File: config.mk
export PLATFORM = sky130hd
export DESIGN_NAME = quoted_string_unescape_utf8
export DESIGN_NICKNAME = d
export VERILOG_FILES = /design/src/qsu_pkg.sv /design/src/qsu_decode.sv /design/src/qsu_out_buffer.sv /design/src/quoted_string_unescape_utf8.sv
export VERILOG_INCLUDE_DIRS = /design/src /design/src/src
export SDC_FILE = /design/constraint.sdc
export NUM_CORES = 1
export LEC_CHECK = 0
export ABC_CLOCK_PERIOD_IN_PS = 12800
export BUFFER_PORTS_ARGS = -buffer_cell sky130_fd_sc_hd__buf_4
export CAP_MARGIN = 5
export CORE_ASPECT_RATIO = 1.1
export CORE_MARGIN = 2
export CORE_UTILIZATION = 50
export DETAILED_ROUTE_END_ITERATION = 16
export PLACE_DENSITY = 0.7
export SYNTH_ARGS = -nofsm -noshare
export SYNTH_HDL_FRONTEND = slang
export SYNTH_SLANG_ARGS = --single-unit
File: constraint.sdc
create_clock -name clk -period 12.8 [get_ports clk]
set_input_delay 1.92 -clock clk [delete_from_list [all_inputs] [get_ports clk]]
set_output_delay 1.92 -clock clk [all_outputs]
set_load 0.02 [all_outputs]
File: src/quoted_string_unescape_utf8_assert.svh
// ---------------------------------------------------------------------------
// Quoted string unescaper assertion macros
// Shared concurrent assertion forms, clocked on clk and held off in reset.
// ---------------------------------------------------------------------------
`ifndef QUOTED_STRING_UNESCAPE_UTF8_ASSERT_SVH
`define QUOTED_STRING_UNESCAPE_UTF8_ASSERT_SVH

// The consequent must hold in the same cycle as the antecedent.
`define QSU_ASSERT_SAME(label, ante, cons, msg) \
    label: assert property (@(posedge clk) disable iff (!rst_n) (ante) |-> (cons)) \
        else $error(msg);

// The consequent must hold in the cycle after the antecedent.
`define QSU_ASSERT_NEXT(label, ante, cons, msg) \
    label: assert property (@(posedge clk) disable iff (!rst_n) (ante) |=> (cons)) \
        else $error(msg);

`endif

File: src/qsu_pkg.sv
// ---------------------------------------------------------------------------
// Quoted string unescaper package
// Types, codes and constants shared by the unescaper modules.
// ---------------------------------------------------------------------------
package qsu_pkg;

    localparam int ESCAPE_SLOTS = 8;
    localparam int CFG_DATA_W   = 64;

    localparam logic [0:0] CFG_ESCAPE_COUNT = 1'b0;
    localparam logic [0:0] CFG_ESCAPE_CHARS = 1'b1;

    localparam logic [3:0]            ESCAPE_COUNT_RESET = 4'd7;
    localparam logic [CFG_DATA_W-1:0] ESCAPE_CHARS_RESET = 64'd33060607102444079;

    typedef enum logic [1:0] {
        PH_IDLE,
        PH_STRING,
        PH_BACKSLASH,
        PH_UNICODE
    } phase_t;

    typedef enum logic [2:0] {
        ST_BYTE,
        ST_DONE,
        ST_NOT_STRING,
        ST_CONTROL,
        ST_BAD_HEX,
        ST_SURROGATE,
        ST_UNTERMINATED,
        ST_TRUNCATED
    } status_t;

    typedef struct packed {
        logic [7:0] out_byte;
        status_t    status;
    } result_t;

    // Results caused by one input byte, slot 0 delivered first.
    typedef struct packed {
        logic [1:0]        count;
        result_t [2:0]     slot;
    } group_t;

endpackage

File: src/qsu_decode.sv
// ---------------------------------------------------------------------------
// Quoted string unescaper byte decoder
// Computes the next scanner state and the result group for one text byte.
// ---------------------------------------------------------------------------
module qsu_decode (
    input  logic [7:0]                    text_byte,
    input  logic                          final_byte,
    input  qsu_pkg::phase_t               phase,
    input  logic [1:0]                    hex_seen,
    input  logic [15:0]                   code_point,
    input  logic [3:0]                    escape_count,
    input  logic [qsu_pkg::CFG_DATA_W-1:0] escape_chars,
    output qsu_pkg::phase_t               phase_next,
    output logic [1:0]                    hex_seen_next,
    output logic [15:0]                   code_point_next,
    output qsu_pkg::group_t               group
);
    import qsu_pkg::*;

    localparam logic [7:0] CH_QUOTE     = 8'h22;
    localparam logic [7:0] CH_BACKSLASH = 8'h5c;
    localparam logic [7:0] CH_U         = 8'h75;
    localparam logic [3:0] SLOTS_MAX    = 4'(ESCAPE_SLOTS);

    typedef struct packed {
        logic    has;
        result_t res;
        phase_t  ph;
    } sb_t;

    function automatic logic [7:0] map_escape(input logic [7:0] b);
        logic [7:0] m;
        case (b)
            8'h61:   m = 8'h07;
            8'h62:   m = 8'h08;
            8'h66:   m = 8'h0c;
            8'h6e:   m = 8'h0a;
            8'h72:   m = 8'h0d;
            8'h74:   m = 8'h09;
            8'h76:   m = 8'h0b;
            default: m = b;
        endcase
        return m;
    endfunction

    // Bit 4 flags a valid hex digit, bits 3:0 carry its value.
    function automatic logic [4:0] hex_value(input logic [7:0] b);
        logic [4:0] v;
        if (b >= 8'h30 && b <= 8'h39) begin
            v = {1'b1, 4'(b - 8'h30)};
        end else if (b >= 8'h61 && b <= 8'h66) begin
            v = {1'b1, 4'(b - 8'h57)};
        end else if (b >= 8'h41 && b <= 8'h46) begin
            v = {1'b1, 4'(b - 8'h37)};
        end else begin
            v = 5'd0;
        end
        return v;
    endfunction

    function automatic sb_t string_byte(input logic [7:0] b, input logic esc_on);
        sb_t s;
        s.has = 1'b1;
        s.res = '{out_byte: 8'h00, status: ST_BYTE};
        s.ph  = PH_STRING;
        if (b < 8'h20 || b == 8'h7f) begin
            s.ph         = PH_IDLE;
            s.res.status = ST_CONTROL;
        end else if (b == CH_BACKSLASH && esc_on) begin
            s.has = 1'b0;
            s.ph  = PH_BACKSLASH;
        end else if (b == CH_QUOTE) begin
            s.ph         = PH_IDLE;
            s.res.status = ST_DONE;
        end else begin
            s.res.out_byte = b;
        end
        return s;
    endfunction

    logic [3:0]  active;
    logic        esc_on;
    logic        is_esc;
    logic [4:0]  hexv;
    logic [15:0] cp;
    sb_t         sb;

    always_comb begin
        active = (escape_count > SLOTS_MAX) ? SLOTS_MAX : escape_count;
        esc_on = (active != 4'd0);
        is_esc = esc_on && (text_byte == CH_QUOTE || text_byte == CH_BACKSLASH);
        for (int i = 0; i < ESCAPE_SLOTS; i++) begin
            if (4'(i) < active && escape_chars[8*i +: 8] == text_byte) begin
                is_esc = 1'b1;
            end
        end
        hexv = hex_value(text_byte);
        cp   = {code_point[11:0], hexv[3:0]};
        sb   = string_byte(text_byte, esc_on);

        group           = '0;
        phase_next      = phase;
        hex_seen_next   = hex_seen;
        code_point_next = code_point;

        unique case (phase)
            PH_IDLE: begin
                if (text_byte == CH_QUOTE) begin
                    phase_next = PH_STRING;
                end else begin
                    group.count  = 2'd1;
                    group.slot[0] = '{out_byte: 8'h00, status: ST_NOT_STRING};
                end
            end
            PH_STRING: begin
                phase_next    = sb.ph;
                group.count   = {1'b0, sb.has};
                group.slot[0] = sb.res;
            end
            PH_BACKSLASH: begin
                if (is_esc) begin
                    if (text_byte == CH_U) begin
                        phase_next      = PH_UNICODE;
                        hex_seen_next   = 2'd0;
                        code_point_next = 16'h0000;
                        if (final_byte) begin
                            phase_next    = PH_IDLE;
                            group.count   = 2'd1;
                            group.slot[0] = '{out_byte: 8'h00, status: ST_TRUNCATED};
                        end
                    end else begin
                        phase_next    = PH_STRING;
                        group.count   = 2'd1;
                        group.slot[0] = '{out_byte: map_escape(text_byte), status: ST_BYTE};
                    end
                end else begin
                    phase_next    = sb.ph;
                    group.count   = sb.has ? 2'd2 : 2'd1;
                    group.slot[0] = '{out_byte: CH_BACKSLASH, status: ST_BYTE};
                    group.slot[1] = sb.res;
                end
            end
            PH_UNICODE: begin
                if (final_byte && hex_seen != 2'd3) begin
                    phase_next    = PH_IDLE;
                    group.count   = 2'd1;
                    group.slot[0] = '{out_byte: 8'h00, status: ST_TRUNCATED};
                end else if (!hexv[4]) begin
                    phase_next    = PH_IDLE;
                    group.count   = 2'd1;
                    group.slot[0] = '{out_byte: 8'h00, status: ST_BAD_HEX};
                end else if (hex_seen == 2'd3) begin
                    hex_seen_next   = 2'd0;
                    code_point_next = 16'h0000;
                    phase_next      = PH_STRING;
                    if (cp <= 16'h007f) begin
                        group.count   = 2'd1;
                        group.slot[0] = '{out_byte: cp[7:0], status: ST_BYTE};
                    end else if (cp <= 16'h07ff) begin
                        group.count   = 2'd2;
                        group.slot[0] = '{out_byte: 8'hc0 | {3'b000, cp[10:6]},
                                          status: ST_BYTE};
                        group.slot[1] = '{out_byte: 8'h80 | {2'b00, cp[5:0]},
                                          status: ST_BYTE};
                    end else if (cp >= 16'hd800 && cp <= 16'hdfff) begin
                        phase_next    = PH_IDLE;
                        group.count   = 2'd1;
                        group.slot[0] = '{out_byte: 8'h00, status: ST_SURROGATE};
                    end else begin
                        group.count   = 2'd3;
                        group.slot[0] = '{out_byte: 8'he0 | {4'b0000, cp[15:12]},
                                          status: ST_BYTE};
                        group.slot[1] = '{out_byte: 8'h80 | {2'b00, cp[11:6]},
                                          status: ST_BYTE};
                        group.slot[2] = '{out_byte: 8'h80 | {2'b00, cp[5:0]},
                                          status: ST_BYTE};
                    end
                end else begin
                    hex_seen_next   = hex_seen + 2'd1;
                    code_point_next = cp;
                end
            end
            default: begin
                phase_next = PH_IDLE;
            end
        endcase

        // An input that ends with the string still open voids what it decoded.
        if (final_byte && phase_next != PH_IDLE) begin
            group       = '0;
            group.count = 2'd1;
            group.slot[0] = '{out_byte: 8'h00, status: ST_UNTERMINATED};
        end
        if (final_byte || phase_next == PH_IDLE) begin
            phase_next      = PH_IDLE;
            hex_seen_next   = 2'd0;
            code_point_next = 16'h0000;
        end
    end

endmodule

File: src/qsu_out_buffer.sv
// ---------------------------------------------------------------------------
// Quoted string unescaper result buffer
// Holds the result group of one text byte and hands it out one result a cycle while the result side is ready.
// ---------------------------------------------------------------------------
module qsu_out_buffer (
    input  logic            clk,
    input  logic            rst_n,
    input  logic            load,
    input  qsu_pkg::group_t group,
    output logic            can_load,
    output logic            result_valid,
    input  logic            result_ready,
    output logic [7:0]      out_byte,
    output logic [2:0]      status,
    output logic            last_of_run
);
    import qsu_pkg::*;

    `include "quoted_string_unescape_utf8_assert.svh"

    group_t     grp_reg;
    logic [1:0] idx_reg;
    logic [1:0] idx_next;
    logic       valid_reg;
    logic       valid_next;
    logic       is_last;
    logic       drain_last;
    result_t    cur;

    always_comb begin
        cur        = grp_reg.slot[idx_reg];
        is_last    = (idx_reg == grp_reg.count - 2'd1);
        drain_last = valid_reg && result_ready && is_last;
        can_load   = !valid_reg || drain_last;
        valid_next = valid_reg;
        idx_next   = idx_reg;
        if (load) begin
            valid_next = 1'b1;
            idx_next   = 2'd0;
        end else if (valid_reg && result_ready) begin
            if (is_last) begin
                valid_next = 1'b0;
            end else begin
                idx_next = idx_reg + 2'd1;
            end
        end
    end

    always_ff @(posedge clk or negedge rst_n) begin
        if (!rst_n) begin
            valid_reg <= 1'b0;
            idx_reg   <= 2'd0;
        end else begin
            valid_reg <= valid_next;
            idx_reg   <= idx_next;
        end
    end

    always_ff @(posedge clk) begin
        if (load) begin
            grp_reg <= group;
        end
    end

    assign result_valid = valid_reg;
    assign out_byte     = cur.out_byte;
    assign status       = cur.status;
    assign last_of_run  = is_last;

    `QSU_ASSERT_SAME(a_idx_in_group, valid_reg, idx_reg < grp_reg.count,
        "result index beyond its group")
    `QSU_ASSERT_SAME(a_group_not_empty, valid_reg, grp_reg.count != 2'd0,
        "empty result group held in buffer")
    `QSU_ASSERT_NEXT(a_load_starts_group, load, valid_reg && idx_reg == 2'd0,
        "loaded group does not start at its first result")

endmodule

File: src/quoted_string_unescape_utf8.sv
// ---------------------------------------------------------------------------
// Quoted string unescaper with UTF-8 output
// Scans one quoted string a byte at a time, resolves backslash and \u escapes
// and delivers decoded bytes and status codes.
//
//   channel   handshake                    payload
//   text      text_valid / text_ready      text_byte, final_byte
//   result    result_valid / result_ready  out_byte, status, last_of_run
//   config    cfg_write                    cfg_index, cfg_data
//
// A text byte is decoded in the cycle after it is taken and can be followed
// by another in the next cycle. Its up to three results leave one per cycle
// from the result buffer while the result side is ready; a byte that gives
// results waits in the input register until the buffer takes them. A stalled
// result side stops text intake once the input and result registers are full.
// Reset puts the scanner in idle and the escape registers at their default values.
// ---------------------------------------------------------------------------
module quoted_string_unescape_utf8 (
    input  logic                           clk,
    input  logic                           rst_n,
    input  logic                           text_valid,
    output logic                           text_ready,
    input  logic [7:0]                     text_byte,
    input  logic                           final_byte,
    output logic                           result_valid,
    input  logic                           result_ready,
    output logic [7:0]                     out_byte,
    output logic [2:0]                     status,
    output logic                           last_of_run,
    input  logic                           cfg_write,
    input  logic [0:0]                     cfg_index,
    input  logic [qsu_pkg::CFG_DATA_W-1:0] cfg_data
);
    import qsu_pkg::*;

    `include "quoted_string_unescape_utf8_assert.svh"

    logic                  in_valid_reg;
    logic [7:0]            in_byte_reg;
    logic                  in_fin_reg;
    phase_t                phase_reg;
    phase_t                phase_next;
    logic [1:0]            hex_seen_reg;
    logic [1:0]            hex_seen_next;
    logic [15:0]           code_point_reg;
    logic [15:0]           code_point_next;
    logic [3:0]            escape_count_reg;
    logic [CFG_DATA_W-1:0] escape_chars_reg;
    group_t                group;
    logic                  can_load;
    logic                  advance;
    logic                  load;

    qsu_decode u_decode (
        .text_byte       (in_byte_reg),
        .final_byte      (in_fin_reg),
        .phase           (phase_reg),
        .hex_seen        (hex_seen_reg),
        .code_point      (code_point_reg),
        .escape_count    (escape_count_reg),
        .escape_chars    (escape_chars_reg),
        .phase_next      (phase_next),
        .hex_seen_next   (hex_seen_next),
        .code_point_next (code_point_next),
        .group           (group)
    );

    qsu_out_buffer u_out_buffer (
        .clk          (clk),
        .rst_n        (rst_n),
        .load         (load),
        .group        (group),
        .can_load     (can_load),
        .result_valid (result_valid),
        .result_ready (result_ready),
        .out_byte     (out_byte),
        .status       (status),
        .last_of_run  (last_of_run)
    );

    assign advance    = in_valid_reg && (group.count == 2'd0 || can_load);
    assign load       = in_valid_reg && group.count != 2'd0 && can_load;
    assign text_ready = !in_valid_reg || advance;

    always_ff @(posedge clk or negedge rst_n) begin
        if (!rst_n) begin
            in_valid_reg <= 1'b0;
        end else if (text_valid && text_ready) begin
            in_valid_reg <= 1'b1;
        end else if (advance) begin
            in_valid_reg <= 1'b0;
        end
    end

    always_ff @(posedge clk) begin
        if (text_valid && text_ready) begin
            in_byte_reg <= text_byte;
            in_fin_reg  <= final_byte;
        end
    end

    always_ff @(posedge clk or negedge rst_n) begin
        if (!rst_n) begin
            phase_reg      <= PH_IDLE;
            hex_seen_reg   <= 2'd0;
            code_point_reg <= 16'h0000;
        end else if (advance) begin
            phase_reg      <= phase_next;
            hex_seen_reg   <= hex_seen_next;
            code_point_reg <= code_point_next;
        end
    end

    always_ff @(posedge clk or negedge rst_n) begin
        if (!rst_n) begin
            escape_count_reg <= ESCAPE_COUNT_RESET;
            escape_chars_reg <= ESCAPE_CHARS_RESET;
        end else if (cfg_write) begin
            unique case (cfg_index)
                CFG_ESCAPE_COUNT: escape_count_reg <= cfg_data[3:0];
                CFG_ESCAPE_CHARS: escape_chars_reg <= cfg_data;
                default: ;
            endcase
        end
    end

    `QSU_ASSERT_SAME(a_hex_only_in_unicode, hex_seen_reg != 2'd0,
        phase_reg == PH_UNICODE, "hex digit count set outside a unicode escape")
    `QSU_ASSERT_SAME(a_cp_only_in_unicode, code_point_reg != 16'h0000,
        phase_reg == PH_UNICODE, "code point set outside a unicode escape")
    `QSU_ASSERT_NEXT(a_final_returns_idle, advance && in_fin_reg,
        phase_reg == PH_IDLE, "scanner not idle after the final byte")

endmodule
# --- After elaboration in Yosys (flattened, before gate mapping) ---
# Cells that the tools add are included.
word_totals:
  register_bits: 132
  output_inout_bits: 14
  wordCells: 217
classes:
  addsub: 6
  magnitude_cmp: 21
  eq_ne: 30
  mux: 93
  bitwise_logic: 4
  reduce_logical: 46
op_table:
  columns: ["cell", "n"]
  rows:
  - ["22-bit two-way mux", 11]
  - ["11-bit two-way mux", 11]
  - ["8-bit by 7-bit == test with 1-bit output, second input constant", 10]
  - ["12-bit two-way mux", 6]
  - ["35-bit two-way mux", 2]
  - ["8-bit == test", 8]
  - ["2-bit two-way mux", 28]
  - ["8-bit case mux with 7 select lines", 1]
  - ["11-bit case mux with 4 select lines", 1]
  - ["12-bit case mux with 2 select lines", 1]
  - ["11-bit binary-select mux with 2-bit select", 1]
  - ["1-bit logical AND", 22]
  - ["11-bit case mux with 2 select lines", 1]
  - ["5-bit two-way mux", 4]
  - ["1-bit two-way mux", 18]
  - ["16-bit greater-or-equal comparator, second input constant", 1]
  - ["8-bit by 7-bit greater-or-equal comparator with 1-bit output, second input constant", 2]
  - ["16-bit by 11-bit less-or-equal comparator with 1-bit output, second input constant", 1]
  - ["16-bit less-or-equal comparator, second input constant", 1]
  - ["16-bit by 7-bit less-or-equal comparator with 1-bit output, second input constant", 1]
  - ["8-bit by 7-bit less-or-equal comparator with 1-bit output, second input constant", 2]
  - ["3-bit by 4-bit < comparator with 1-bit output, first input constant", 4]
  - ["2-bit case mux with 4 select lines", 2]
  - ["2-bit nonzero test", 5]
  - ["other kinds (33)", 56]

# --- Depth between registers and ports, before layout ---
logic_depth:
  word_depth: 27
  depth_mapped: 15

# --- Hierarchy ---
# A second synthesis with hierarchy kept.
unflattened:
  cells_unflattened: 761
  hier_area_um2: 8152.8
modules_own_cells:
  columns: ["module", "instances", "cells_per_inst", "area_each_um2", "seq_area_each_um2"]
  rows:
  - ["quoted_string_unescape_utf8", 1, 205, 3718.6, 2538.7]
  - ["qsu_decode", 1, 463, 2947.8, 0.0]
  - ["qsu_out_buffer", 1, 93, 1486.4, 1126.1]

# --- Worst setup path before layout ---
# Ideal clock, no wire load.
synth_timing:
  kind: "flip-flop to output port"
  start: "register in_byte_reg[1]"
  end: "output text_ready"
  t_arrival_ns: 3.051
  required_time_ns: 10.880
  slack_ns: 7.829
  stages_incl_launch_ff: 13
  n_path_buf: 2
  cell_sequence: "edfxtp_1 -> buf_2 -> buf_2 -> inv_1 -> ha_1 -> o21bai_4 -> a2111oi_4 -> o21ba_4 -> o21ai_1 -> a211oi_1 -> or3_1 -> a31oi_1 -> nand2_1"
synth_between:
  elab_chain_len: 21
  elab_cells_between_ends: 86
synth_lines:
  columns: ["item", "line", "rtl"]
  rows:
  - ["from (decl)", "quoted_string_unescape_utf8.sv:39", "logic [7:0] in_byte_reg;"]
  - ["from (signal assigned)", "quoted_string_unescape_utf8.sv:97", "in_byte_reg <= text_byte;"]
  - ["8-bit by 7-bit greater-or-equal comparator with 1-bit output / 8-bit by 7-bit less-or-equal comparator with 1-bit output (equally long branches)", "qsu_decode.sv:53", "end else if (b >= 8'h41 && b <= 8'h46) begin"]
  - ["1-bit logical AND", "qsu_decode.sv:53", null]
  - ["5-bit two-way mux", "qsu_decode.sv:53", null]
  - ["5-bit two-way mux", "qsu_decode.sv:51", "end else if (b >= 8'h61 && b <= 8'h66) begin"]
  - ["5-bit two-way mux", "qsu_decode.sv:49", "if (b >= 8'h30 && b <= 8'h39) begin"]
  - ["16-bit greater-or-equal comparator / 16-bit less-or-equal comparator (equally long branches)", "qsu_decode.sv:165", "end else if (cp >= 16'hd800 && cp <= 16'hdfff) begin"]
  - ["1-bit logical AND", "qsu_decode.sv:165", null]
  - ["1-bit two-way mux", "qsu_decode.sv:165", null]
  - ["[... 5 more ...]", null, null]
  - ["2-bit case mux with 4 select lines", "qsu_decode.sv:106", "unique case (phase)"]
  - ["2-bit nonzero test", "qsu_decode.sv:189", "if (final_byte && phase_next != PH_IDLE) begin"]
  - ["1-bit logical AND", "qsu_decode.sv:189", null]
  - ["35-bit two-way mux (*)", "qsu_decode.sv:189", null]
  - ["2-bit zero test (*)", "quoted_string_unescape_utf8.sv:81", "assign advance = in_valid_reg && (group.count == 2'd0 || can_load);"]
  - ["1-bit logical OR (*)", "quoted_string_unescape_utf8.sv:81", null]
  - ["1-bit logical AND (*)", "quoted_string_unescape_utf8.sv:81", null]
  - ["1-bit logical OR (*)", "quoted_string_unescape_utf8.sv:83", "assign text_ready = !in_valid_reg || advance;"]
  - ["to (decl)", "quoted_string_unescape_utf8.sv:22", "output logic text_ready,"]
# Every way passes the cells marked *; elsewhere a longest branch is shown, timed or not.

# --- Worst setup path after layout ---
layout_timing:
  start: "register in_byte_reg[0]"
  end: "output text_ready"
# The elaborated chain is that of the path after synthesis.

==> flow_metrics.env <==
export IMPL_synth_top_area_share_pct=18.9
export IMPL_power_share_sequential_pct=39.5
export IMPL_clock_skew_ps=5.89
export IMPL_cp_arrival_ps=4200
export IMPL_tightest_slew_ps=1090
export IMPL_ys_ff_latch=127
export IMPL_min_path_cells=1
export IMPL_maxSlewViolCount=0
export IMPL_grtUsageMet1_pct=29.4
export IMPL_cts_resized=0
export IMPL_port_buffers=92
export IMPL_reg2reg_slack_ps=8380
export IMPL_num_vias=5360
export IMPL_drive_gt1_share_pct=35.3
export IMPL_synth_flop_cell="dfrtp_1"
export IMPL_cts_tree="done"
export IMPL_wirelength_mm=18.2
export IMPL_first_global_vias=5535
export IMPL_fin_tns_setup_ps=0
export IMPL_internal_power_w=0.00101
export IMPL_largest_reg_flops=64
export IMPL_status="finished, final reports clean"
export IMPL_end_kind="output pin"
export IMPL_rows=46
export IMPL_cp_startpoint="in_byte_reg[0]"
export IMPL_ios=93
export IMPL_async_flop_share_pct=69.3
export IMPL_grt_met3_usage_pct=4.08
export IMPL_cap_viol_max_count=0
export IMPL_synth_commonest_cells="mux2_2 (73), dfrtp_1 (55), xnor2_1 (54)"
export IMPL_n_fill_cell=1154
export IMPL_grt_total_usage_pct=24.3
export IMPL_firstDrtPassIters=5
export IMPL_antenna_found_initial=0
export IMPL_layout_nets=822
export IMPL_rr_startpoint="in_byte_reg[0]"
export IMPL_pwr_share_comb_pct=27.6
export IMPL_grt_most_used_layer="met2"
export IMPL_start_kind="flip-flop"
export IMPL_fin_crit_ps=6120
export IMPL_synth_area_leaders="dfrtp_1 (19%), edfxtp_1 (16%), dfstp_2 (12%), mux2_2 (11%), xnor2_1 (6.5%)"
export IMPL_dieArea_um2=15600
export IMPL_hp_class="reg2reg"
export IMPL_pwr_share_clk_pct=32.9
export IMPL_syn_nets=745
export IMPL_ant_nets=0
export IMPL_irDropWorstVdd_mv=0.0825
export IMPL_leakage_nw=3.41
export IMPL_postCtsHoldBufs=0
export IMPL_core_um2=14300
export IMPL_grt_pass1_wl_mm=29.1
export IMPL_cts_buffer_depth=2
export IMPL_cp_required_ps=10880
export IMPL_wl_per_cell_um=19.3
export IMPL_synth_distinct_cells=78
export IMPL_synth_area_um2=7300
export IMPL_synth_warnings=0
export IMPL_cts_buffers=17
export IMPL_dp_hpwl_mm=13.1
export IMPL_worstRegToRegCells=10
export IMPL_fin_util_pct=60.5
export IMPL_power_net_switching_w=0.000479
export IMPL_critPathKind="reg2out"
export IMPL_die_h_um=131
export IMPL_fmax_mhz=164
export IMPL_grt_ovfl_total=0
export IMPL_clock_latency_ps=420
export IMPL_slew_headroom_pct=26.6
export IMPL_diodes=0
export IMPL_setup_viol=0
export IMPL_numClockSinks=127
export IMPL_htreeDepth=4
export IMPL_gp_congestion=0.941
export IMPL_grt_met2_usage_pct=42.7
export IMPL_yosysMostFrequentCell="mux2_2"
export IMPL_synth_edff_count=39
export IMPL_avgSynthCellArea_um2=11.0
export IMPL_rsz0062_at_grt="false"
export IMPL_ys_seq_area_share_pct=46.8
export IMPL_finalHoldViolations=0
export IMPL_grt_max_degree=67
export IMPL_viasPerCell=5.68
export IMPL_yosysTopAreaCell="dfrtp_1"
export IMPL_area_delta_synth_final_pct=18.8
export IMPL_die_x_um=119
export IMPL_swShare_pct=32.3
export IMPL_rr_endpoint="u_out_buffer.grp_reg[30]"
export IMPL_critPathMaxFanout=17
export IMPL_root_buffer="clkbuf_16"
export IMPL_cts_setup_buffers=0
export IMPL_synthCells=661
export IMPL_period_share_pct=47.8
export IMPL_holdCritStartpoint="hex_seen_reg[1]"
export IMPL_first_iter_violations=251
export IMPL_powerDensity_nw_per_um2=171
export IMPL_start_util_pct=50.9
export IMPL_clkTransAtPathRegs_ps=60
export IMPL_whs_endpoint="hex_seen_reg[1]"
export IMPL_drc=0
## per-stage QoR
stage                     total power (W)  hold slack [ps]  std cells  area, um2  setup slack, ps
after floorplan                  0.000875              485        661       7300             7830
after global placement           0.000994              502        911       8060             7300
after detailed placement          0.00100              505        911       8060             7190
after CTS                         0.00149              518        943       8670             6720
after global routing              0.00156              544        943       8670             6430
final                             0.00148              512        943       8670             6680
## cell families after synthesis
kind of cell | synth area share (%)
simple gates | 14.9
flops | 46.8
compound gates | 11.0
mux | 14.4
xor+xnor | 8.04
buf+inv | 3.98
fa+ha+maj | 0.857
## final cells by class
type | count | area [um2] | share of cell area, %
multi-input cells | 478 | 3600 | 41.6
flip-flops and latches | 127 | 3410 | 39.4
repair buffers | 99 | 743 | 8.57
clock buffers | 22 | 517 | 5.96
well taps | 192 | 240 | 2.77
clock inverters | 10 | 97.6 | 1.13
inverters | 15 | 56.3 | 0.649
## layout by cell type, fill, tap and decap left out, drive strengths merged, types with 6 or more instances in the layout
master and count:
o21ai 28, nor4 11, a21oi 15, nand3 14
edfxtp 39, clkinv 6, inv 17, nand2 53
dfrtp 55, nand2b 9, and2 9, buf 99
mux2i 20, dfstp 33, xnor2 54, nor2b 7
xor2 13, a31oi 6, nor3b 7, nor2 52
mux2 75, a22oi 9, nand4 11, nor3 13
a21boi 6, clkbuf 22
## worst max-delay path, stage by stage, from the launching register on
cell	delay, ps
edfxtp_1	930
ha_1	430
o21bai_4	90
a2111oi_4	550
o21ba_4	260
o21ai_1	180
a211oi_1	140
or3_1	440
a31oi_1	470
nand2_1	100
buf_4	180
## layer usage
metal,part of all wire (%),vias to the layer above
met5,0,-
met4,2.6,0
met3,4.6,32
met2,51,169
met1,42,2633
li1,-,2526
## power by group through the flow
| stage | logic (W) | registers, W | clock network, W |
|---|---|---|---|
| finish | 0.000409 | 0.000586 | 0.000489 |
| floorplan | 0.000334 | 0.000541 | 0 |
| global placement | 0.000404 | 0.000590 | 0 |
| CTS | 0.000412 | 0.000587 | 0.000495 |
| global route | 0.000446 | 0.000597 | 0.000513 |
| detailed placement | 0.000410 | 0.000594 | 0 |
## worst max path at each step
stage	endpoint	cells after the start
final	text_ready	10
after CTS	text_ready	10
after global routing	text_ready	10
after detailed placement	text_ready	10
after floorplan	text_ready	12
after global placement	text_ready	10
No activity file was read; power rests on OpenSTA's default activity.
